$ cat config.mk
export PLATFORM = sky130hd
export DESIGN_NAME = chunk_delay_bitrate_map
export DESIGN_NICKNAME = d
export VERILOG_FILES = /design/src/sv/cdbm_pkg.sv /design/src/sv/cdbm_cell.sv /design/src/sv/chunk_delay_bitrate_map.sv
export SDC_FILE = /design/constraint.sdc
export NUM_CORES = 2
export LEC_CHECK = 0
export BUFFER_PORTS_ARGS = -buffer_cell sky130_fd_sc_hd__buf_2
export CORE_MARGIN = 1
export CORE_UTILIZATION = 45
export DETAILED_ROUTE_END_ITERATION = 7
export PLACE_DENSITY = 0.72
export SETUP_SLACK_MARGIN = 0.15
export SYNTH_ARGS = -nofsm -noshare
export SYNTH_HDL_FRONTEND = slang
export SYNTH_HIERARCHICAL = 1
export SYNTH_SLANG_ARGS = --single-unit
$ cat constraint.sdc
create_clock -name clk -period 5.8 [get_ports clk]
set_clock_uncertainty 0.2 [all_clocks]
set_input_delay 0.29 -clock clk [delete_from_list [all_inputs] [get_ports clk]]
set_output_delay 0.29 -clock clk [all_outputs]
set_load 0.02 [all_outputs]
$ cat src/sv/cdbm_pkg.sv
package cdbm_pkg;

    localparam int TIME_W = 48;
    localparam int RATE_W = 32;
    localparam int CNT_W  = 32;
    localparam int THR_W  = 15;
    localparam logic [14:0] THR_RESET = 15'd140;

    localparam logic [1:0] MODE_START  = 2'd0;
    localparam logic [1:0] MODE_END    = 2'd1;
    localparam logic [1:0] MODE_REPORT = 2'd2;
    localparam logic [1:0] MODE_CLEAR  = 2'd3;

    localparam logic [2:0] ST_DONE      = 3'd0;
    localparam logic [2:0] ST_COUNTED   = 3'd1;
    localparam logic [2:0] ST_OWN_FMT   = 3'd2;
    localparam logic [2:0] ST_NEXT_FMT  = 3'd3;
    localparam logic [2:0] ST_BELOW     = 3'd4;
    localparam logic [2:0] ST_NO_MATCH  = 3'd5;

    typedef struct packed {
        logic [TIME_W-1:0] start_time;
        logic [TIME_W-1:0] end_time;
        logic [RATE_W-1:0] bitrate;
        logic              fmt;
        logic [CNT_W-1:0]  count;
    } rec_t;

endpackage

$ cat src/sv/cdbm_cell.sv
module cdbm_cell
(
    input  logic            clk,
    input  logic            rst_n,
    input  logic            shift,
    input  cdbm_pkg::rec_t  rec_in,
    input  logic            load,
    input  cdbm_pkg::rec_t  load_rec,
    output cdbm_pkg::rec_t  rec_out
);

    cdbm_pkg::rec_t rec_reg;
    cdbm_pkg::rec_t rec_next;

    always_comb
    begin
        rec_next = rec_reg;
        if (load)
        begin
            rec_next = load_rec;
        end
        else if (shift)
        begin
            rec_next = rec_in;
        end
    end

    always_ff @(posedge clk or negedge rst_n)
    begin
        if (!rst_n)
        begin
            rec_reg <= '0;
        end
        else
        begin
            rec_reg <= rec_next;
        end
    end

    assign rec_out = rec_reg;

endmodule

$ cat src/sv/chunk_delay_bitrate_map.sv
// Channel   Direction  Signals
// in        input      in_valid, in_ready, mode, time_ms, chunk_bitrate, format_changed, delay_ms
// out       output     out_valid, out_ready, status, hit_index, max_bitrate_no_delay
// cfg       input      cfg_valid, cfg_ready, cfg_data
// Each item passes in order through an accept state, one rotation of the ring of cells to
// scan and update, an apply state, a second rotation to find the lowest delayed bitrate,
// and the output transfer.
// Reset clears all records, the write pointer and the threshold to 140.
// A finished result waits in the output register; the next item is taken once it leaves.
module chunk_delay_bitrate_map
#(
    parameter int RECORDS = 16
)
(
    input  logic        clk,
    input  logic        rst_n,
    input  logic        in_valid,
    output logic        in_ready,
    input  logic [1:0]  mode,
    input  logic [47:0] time_ms,
    input  logic [31:0] chunk_bitrate,
    input  logic        format_changed,
    input  logic signed [15:0] delay_ms,
    output logic        out_valid,
    input  logic        out_ready,
    output logic [2:0]  status,
    output logic [3:0]  hit_index,
    output logic [31:0] max_bitrate_no_delay,
    input  logic        cfg_valid,
    output logic        cfg_ready,
    input  logic [14:0] cfg_data
);

    localparam int IW = (RECORDS > 1) ? $clog2(RECORDS) : 1;

    typedef enum logic [1:0] {S_IDLE, S_SCAN, S_APPLY, S_OUT} state_t;

    state_t            state_reg;
    logic [IW-1:0]     step_reg;
    logic [IW-1:0]     wp_reg;
    logic [14:0]       thr_reg;
    logic [1:0]        mode_reg;
    logic [47:0]       time_reg;
    logic [31:0]       rate_reg;
    logic              fmt_reg;
    logic              above_reg;
    logic              found_reg;
    logic [IW-1:0]     hit_reg;
    logic              hit_fmt_reg;
    logic [47:0]       hit_end_reg;
    logic              chk_next_reg;
    logic              next_drop_reg;
    logic [31:0]       low_reg;
    logic [2:0]        status_reg;
    logic [3:0]        hidx_reg;
    logic [31:0]       maxb_reg;
    logic              out_valid_reg;

    cdbm_pkg::rec_t    chain [RECORDS];
    cdbm_pkg::rec_t    head_mod;
    logic              load_v [RECORDS];
    cdbm_pkg::rec_t    load_r [RECORDS];
    logic              shift;
    cdbm_pkg::rec_t    h;
    logic              hvalid;
    logic              match;
    logic              cnt_cond;
    logic              next_drop_now;

    assign shift = (state_reg == S_SCAN) || (state_reg == S_OUT);
    assign h = chain[0];
    assign hvalid = (h.end_time != '0);
    assign match = hvalid && (time_reg >= h.start_time) && (time_reg <= h.end_time);
    assign next_drop_now = chk_next_reg ? ((h.start_time > hit_end_reg) && h.fmt)
                                        : next_drop_reg;

    always_comb
    begin
        head_mod = h;
        if (state_reg == S_SCAN)
        begin
            if (mode_reg == cdbm_pkg::MODE_CLEAR)
            begin
                head_mod.count = '0;
            end
            else if (mode_reg == cdbm_pkg::MODE_START && step_reg == wp_reg)
            begin
                head_mod.start_time = time_reg;
                head_mod.end_time = '1;
                head_mod.bitrate = rate_reg;
                head_mod.fmt = fmt_reg;
                head_mod.count = '0;
            end
            else if (mode_reg == cdbm_pkg::MODE_END && step_reg == wp_reg)
            begin
                head_mod.end_time = time_reg;
            end
        end
    end

    genvar g;
    generate
        for (g = 0; g < RECORDS; g++)
        begin : g_cell
            cdbm_cell u_cell
            (
                .clk      (clk),
                .rst_n    (rst_n),
                .shift    (shift),
                .rec_in   ((g == RECORDS - 1) ? head_mod : chain[(g + 1) % RECORDS]),
                .load     (load_v[g]),
                .load_rec (load_r[g]),
                .rec_out  (chain[g])
            );
        end
    endgenerate

    always_comb
    begin
        for (int k = 0; k < RECORDS; k++)
        begin
            load_v[k] = 1'b0;
            load_r[k] = chain[k];
        end
        cnt_cond = (state_reg == S_APPLY) && (mode_reg == cdbm_pkg::MODE_REPORT) &&
                   found_reg && above_reg && !hit_fmt_reg && !next_drop_now;
        for (int k = 0; k < RECORDS; k++)
        begin
            if (cnt_cond && hit_reg == IW'(k))
            begin
                load_v[k] = 1'b1;
                if (chain[k].count != '1)
                begin
                    load_r[k].count = chain[k].count + 32'd1;
                end
            end
        end
    end

    assign in_ready = (state_reg == S_IDLE) && !out_valid_reg;
    assign cfg_ready = 1'b1;
    assign out_valid = out_valid_reg;
    assign status = status_reg;
    assign hit_index = hidx_reg;
    assign max_bitrate_no_delay = maxb_reg;

    always_ff @(posedge clk or negedge rst_n)
    begin
        if (!rst_n)
        begin
            state_reg <= S_IDLE;
            step_reg <= '0;
            wp_reg <= '0;
            thr_reg <= cdbm_pkg::THR_RESET;
            out_valid_reg <= 1'b0;
            found_reg <= 1'b0;
            chk_next_reg <= 1'b0;
            next_drop_reg <= 1'b0;
        end
        else
        begin
            if (cfg_valid)
            begin
                thr_reg <= cfg_data;
            end
            if (out_valid_reg && out_ready)
            begin
                out_valid_reg <= 1'b0;
            end
            unique case (state_reg)
                S_IDLE:
                begin
                    if (in_valid && in_ready)
                    begin
                        mode_reg <= mode;
                        time_reg <= time_ms;
                        rate_reg <= chunk_bitrate;
                        fmt_reg <= format_changed;
                        above_reg <= ($signed({delay_ms[15], delay_ms}) >=
                                      $signed({2'b00, thr_reg}));
                        found_reg <= 1'b0;
                        chk_next_reg <= 1'b0;
                        next_drop_reg <= 1'b0;
                        hit_reg <= '0;
                        step_reg <= '0;
                        state_reg <= S_SCAN;
                    end
                end
                S_SCAN:
                begin
                    if (chk_next_reg)
                    begin
                        next_drop_reg <= (h.start_time > hit_end_reg) && h.fmt;
                        chk_next_reg <= 1'b0;
                    end
                    if (!found_reg && match)
                    begin
                        found_reg <= 1'b1;
                        hit_reg <= step_reg;
                        hit_fmt_reg <= h.fmt;
                        hit_end_reg <= h.end_time;
                        chk_next_reg <= 1'b1;
                    end
                    if (step_reg == IW'(RECORDS - 1))
                    begin
                        state_reg <= S_APPLY;
                    end
                    step_reg <= step_reg + 1'b1;
                    if (step_reg == IW'(RECORDS - 1))
                    begin
                        step_reg <= '0;
                    end
                end
                S_APPLY:
                begin
                    if (chk_next_reg)
                    begin
                        next_drop_reg <= (h.start_time > hit_end_reg) && h.fmt;
                        chk_next_reg <= 1'b0;
                    end
                    if (mode_reg == cdbm_pkg::MODE_END)
                    begin
                        wp_reg <= (wp_reg == IW'(RECORDS - 1)) ? '0 : wp_reg + 1'b1;
                    end
                    low_reg <= '1;
                    state_reg <= S_OUT;
                end
                S_OUT:
                begin
                    if (step_reg == '0)
                    begin
                        if (mode_reg != cdbm_pkg::MODE_REPORT)
                        begin
                            status_reg <= cdbm_pkg::ST_DONE;
                            hidx_reg <= '0;
                        end
                        else if (!found_reg)
                        begin
                            status_reg <= cdbm_pkg::ST_NO_MATCH;
                            hidx_reg <= '0;
                        end
                        else
                        begin
                            hidx_reg <= 4'(hit_reg);
                            if (!above_reg)
                            begin
                                status_reg <= cdbm_pkg::ST_BELOW;
                            end
                            else if (hit_fmt_reg)
                            begin
                                status_reg <= cdbm_pkg::ST_OWN_FMT;
                            end
                            else if (next_drop_reg)
                            begin
                                status_reg <= cdbm_pkg::ST_NEXT_FMT;
                            end
                            else
                            begin
                                status_reg <= cdbm_pkg::ST_COUNTED;
                            end
                        end
                    end
                    state_reg <= S_OUT;
                end
                default:
                begin
                    state_reg <= S_IDLE;
                end
            endcase
            if (state_reg == S_OUT)
            begin
                if (h.end_time != '0 && h.count != '0 && h.bitrate < low_reg)
                begin
                    low_reg <= h.bitrate;
                end
                step_reg <= step_reg + 1'b1;
                if (step_reg == IW'(RECORDS - 1))
                begin
                    step_reg <= '0;
                    maxb_reg <= ((h.end_time != '0 && h.count != '0 && h.bitrate < low_reg)
                                 ? h.bitrate : low_reg) - 32'd1;
                    out_valid_reg <= 1'b1;
                    state_reg <= S_IDLE;
                end
            end
        end
    end

endmodule

==> impl_metrics.yaml <==
run_status:
  status: "completed"
power_and_ir_drop:
  powerDensity_nw_per_um2: 438
  p_sw_share_pct: 33.8
  p_comb_share_pct: 27.8
  p_leak_nw: 74.2
  power.share.sequential_pct: 43.5
  ir_drop_v: 0.000429
  p_total_mw: 70.9
  p_clk_share_pct: 28.6
  p_switching_mw: 24.0
  p_int_mw: 46.9
clock_network:
  h-tree-depth: 5
  cts_sinks: 2813
  insertion_delay_ns: 0.93
  post_cts_resized: 0
  cts_tree: "done"
  cts_max_path_buffers: 4
  cts.clk_slew.worst_paths_ns: 0.06
  cts_root_buf: "clkbuf_16"
  cts_buffers: 311
timing:
  fin_crit_sh_pct: 91.8
  holdWs_ns: 0.0349
  max_freq_mhz: 188
  min_period_ns: 5.32
  layout_setup_ws_ns: 0.478
  rsz0062_at_grt: "false"
  slew_headroom_pct: 20.4
  finalSetupTns_ns: 0
  worstMarginPinSlew_ns: 1.19
  final_max_slew_viol_count: 0
  hold_viol_final: 0
  setup_viol: 0
critical_path:
  r2r-end: "max_bitrate_no_delay[16]"
  critPathLaunchType: "flop"
  worst_path_max_delay_cell: "a211oi_2"
  path_buf_inv: 0
  cp_common_cell: "a21oi_1"
  worst_r2r_path_depth: 14
  max_stage_delay_ns: 0.82
  crit_cells: 14
  r2r_setup_slack_ns: 0.48
  end_kind: "flop"
  required_ns: 6.23
  worstPathArrival_ns: 5.75
  crit_chain: "ha_1 > a21oi_1 > nand2_1 > o2bb2ai_1 > a211oi_2 > and4_2 > mux2i_1 > ha_1 > nand3_1 > nor3_1 > mux2_2 > a21oi_1 > nor3_1 > a21oi_1"
  r2r-start: "g_cell[0].u_cell/rec_out[63]"
  critPathMaxFanout: 18
  crit_type: "flop to flop"
  crit_family: "compound AO/OA/AOI/OAI gates"
synthesis:
  yosys_warnings: 6
  yosys_register_bits: 2813
  async_flop_share_pct: 92.6
  synth_area_per_cell_um2: 9.96
  synth_edf_count: 208
  syn_nets: 15000
  synthFlopType: "dfrtp_1"
  yosysUniqueCellTypes: 84
  yosysSeqAreaShare_pct: 49.0
  synth_area_um2: 146000
  postSynthCellCount: 14600
layout:
  largest_reg_flops: 2576
  utilization_pct: 50.3
  regArea_um2: 71400
  drive_above_1_share_pct: 6.76
  instances_no_fill: 19100
  syn2layout_area_growth_pct: 11.1
  multiInputGateArea_um2: 67400
  fill_cells: 28400
  final_common_cell: "nand2_1"
  final_cell_mix: "nand2_1, mux2i_1, dfrtp_1"
  nets: 14900
  design_area_um2: 162000
floorplanning:
  core_um2: 322000
  std_cell_rows: 208
  start_util_pct: 45.3
  die-area_um2: 326000
  die_x_um: 571
  die-height_um: 571
  ios: 161
job:
  maxCapViolCount: 0
placement:
  place_ws_ns: 0.398
  portBuffers: 159
  dpl.cell_count: 18400
  gp_congestion: 0.872
  place_hpwl_um: 222000
  placed_area_um2: 149000
detailed_routing:
  drc_errors: 0
  wl_um: 355000
  drtAntennaViolNets: 0
  drt_pass1_iterations: 6
  wire_per_inst_um: 18.5
  routed_via_density: 5.52
  drt_iter0_markers: 9888
  vias: 106000
grt:
  antenna_found_initial: 13
  grt_pass1_vias: 101000
  grt_max_degree: 168
  grt_use_total_pct: 21.4
  gr-total-overflow: 0
  grt_pass1_wl_um: 570000
hold_path:
  hold_path_class: "input pin to asynchronous set/reset pin"
## kinds of logic (layout without fill, tap and decap cells)
logic type	after synthesis	count (layout)	synth area share [%]
AOI/OAI and AO/OA	2940	2940	10.4
xor gates and xnor gates	542	542	3.26
adders and majority gates	216	216	1.85
buffers and inverters	1292	1486	4.83
DFF	2813	2813	49.0
muxes	2660	2660	18.3
other	1	8	0.00257
and+or+nand+nor	4171	4171	12.3
## final cells by class
cell class	count	area share, %
sequential	2813	44.1
multi-input combinational	10500	41.6
clock buffer	443	5.62
timing repair buffer	610	3.69
tap	4305	3.33
clock inverter	111	0.839
inverter	322	0.770
antenna	7	0.0108
## worst reg2reg max path, cell delays in order, from the launching register on
cell,delay (ns)
dfrtp_1,0.54
ha_1,0.33
a21oi_1,0.15
nand2_1,0.15
o2bb2ai_1,0.32
a211oi_2,0.82
and4_2,0.65
mux2i_1,0.29
ha_1,0.63
nand3_1,0.25
nor3_1,0.18
mux2_2,0.21
a21oi_1,0.07
nor3_1,0.20
a21oi_1,0.07
## what timing repair did
action,4_1_cts,5_1_grt
hold buffers,227,0
endpoints found under the hold margin,934,0
setup buffers,0,0
## metal layers
metal  track usage (%)  vias to the layer above  wire (um)
met5                 0                        -          0
met4              7.96                        0      13400
met3              2.61                      605      16200
met2              34.1                     2544     164000
met1              29.8                    51700     161000
li1                  -                    50700          -
## power by group through the flow
stage,Clock (mW),Combinational [mW],Sequential (mW)
global route,21.4,21.6,31.6
floorplan,0,17.0,29.1
global placement,0,18.9,30.8
finish,20.3,19.7,30.8
CTS,20.7,19.7,30.8
detailed placement,0,19.5,31.1
## cells in the mapped netlist (all sizes together), types with 31 or more instances
cell / instances / area (um^2)
edfxtp: 208 / 6250
nor4: 71 / 569
o21ai: 2708 / 13600
dfrtp: 2602 / 65100
and3: 107 / 669
mux2: 56 / 631
and2: 73 / 457
ha: 216 / 2700
xnor2: 336 / 2940
a21oi: 76 / 380
xor2: 206 / 1800
nand3: 225 / 1130
a31oi: 54 / 338
buf: 470 / 3470
and4: 31 / 272
nand2: 2925 / 11000
a21o: 33 / 248
nor3: 153 / 847
nor2: 303 / 1140
nand4: 191 / 1210
mux2i: 2604 / 26100
inv: 321 / 1200
clkbuf: 500 / 2360
## worst max path at each step
stage | startpoint | to | slack (ns)
after floorplan | low_reg[1] | max_bitrate_no_delay[16] | 1.60
after global placement | g_cell[0].u_cell/rec_out[63] | max_bitrate_no_delay[16] | -0.23
after detailed placement | g_cell[0].u_cell/rec_out[63] | max_bitrate_no_delay[16] | 0.40
after CTS | g_cell[0].u_cell/rec_out[63] | max_bitrate_no_delay[16] | 0.39
after global routing | g_cell[0].u_cell/rec_out[63] | max_bitrate_no_delay[16] | 0.14
final | g_cell[0].u_cell/rec_out[63] | max_bitrate_no_delay[16] | 0.48
(Power assumes the default switching activity.)
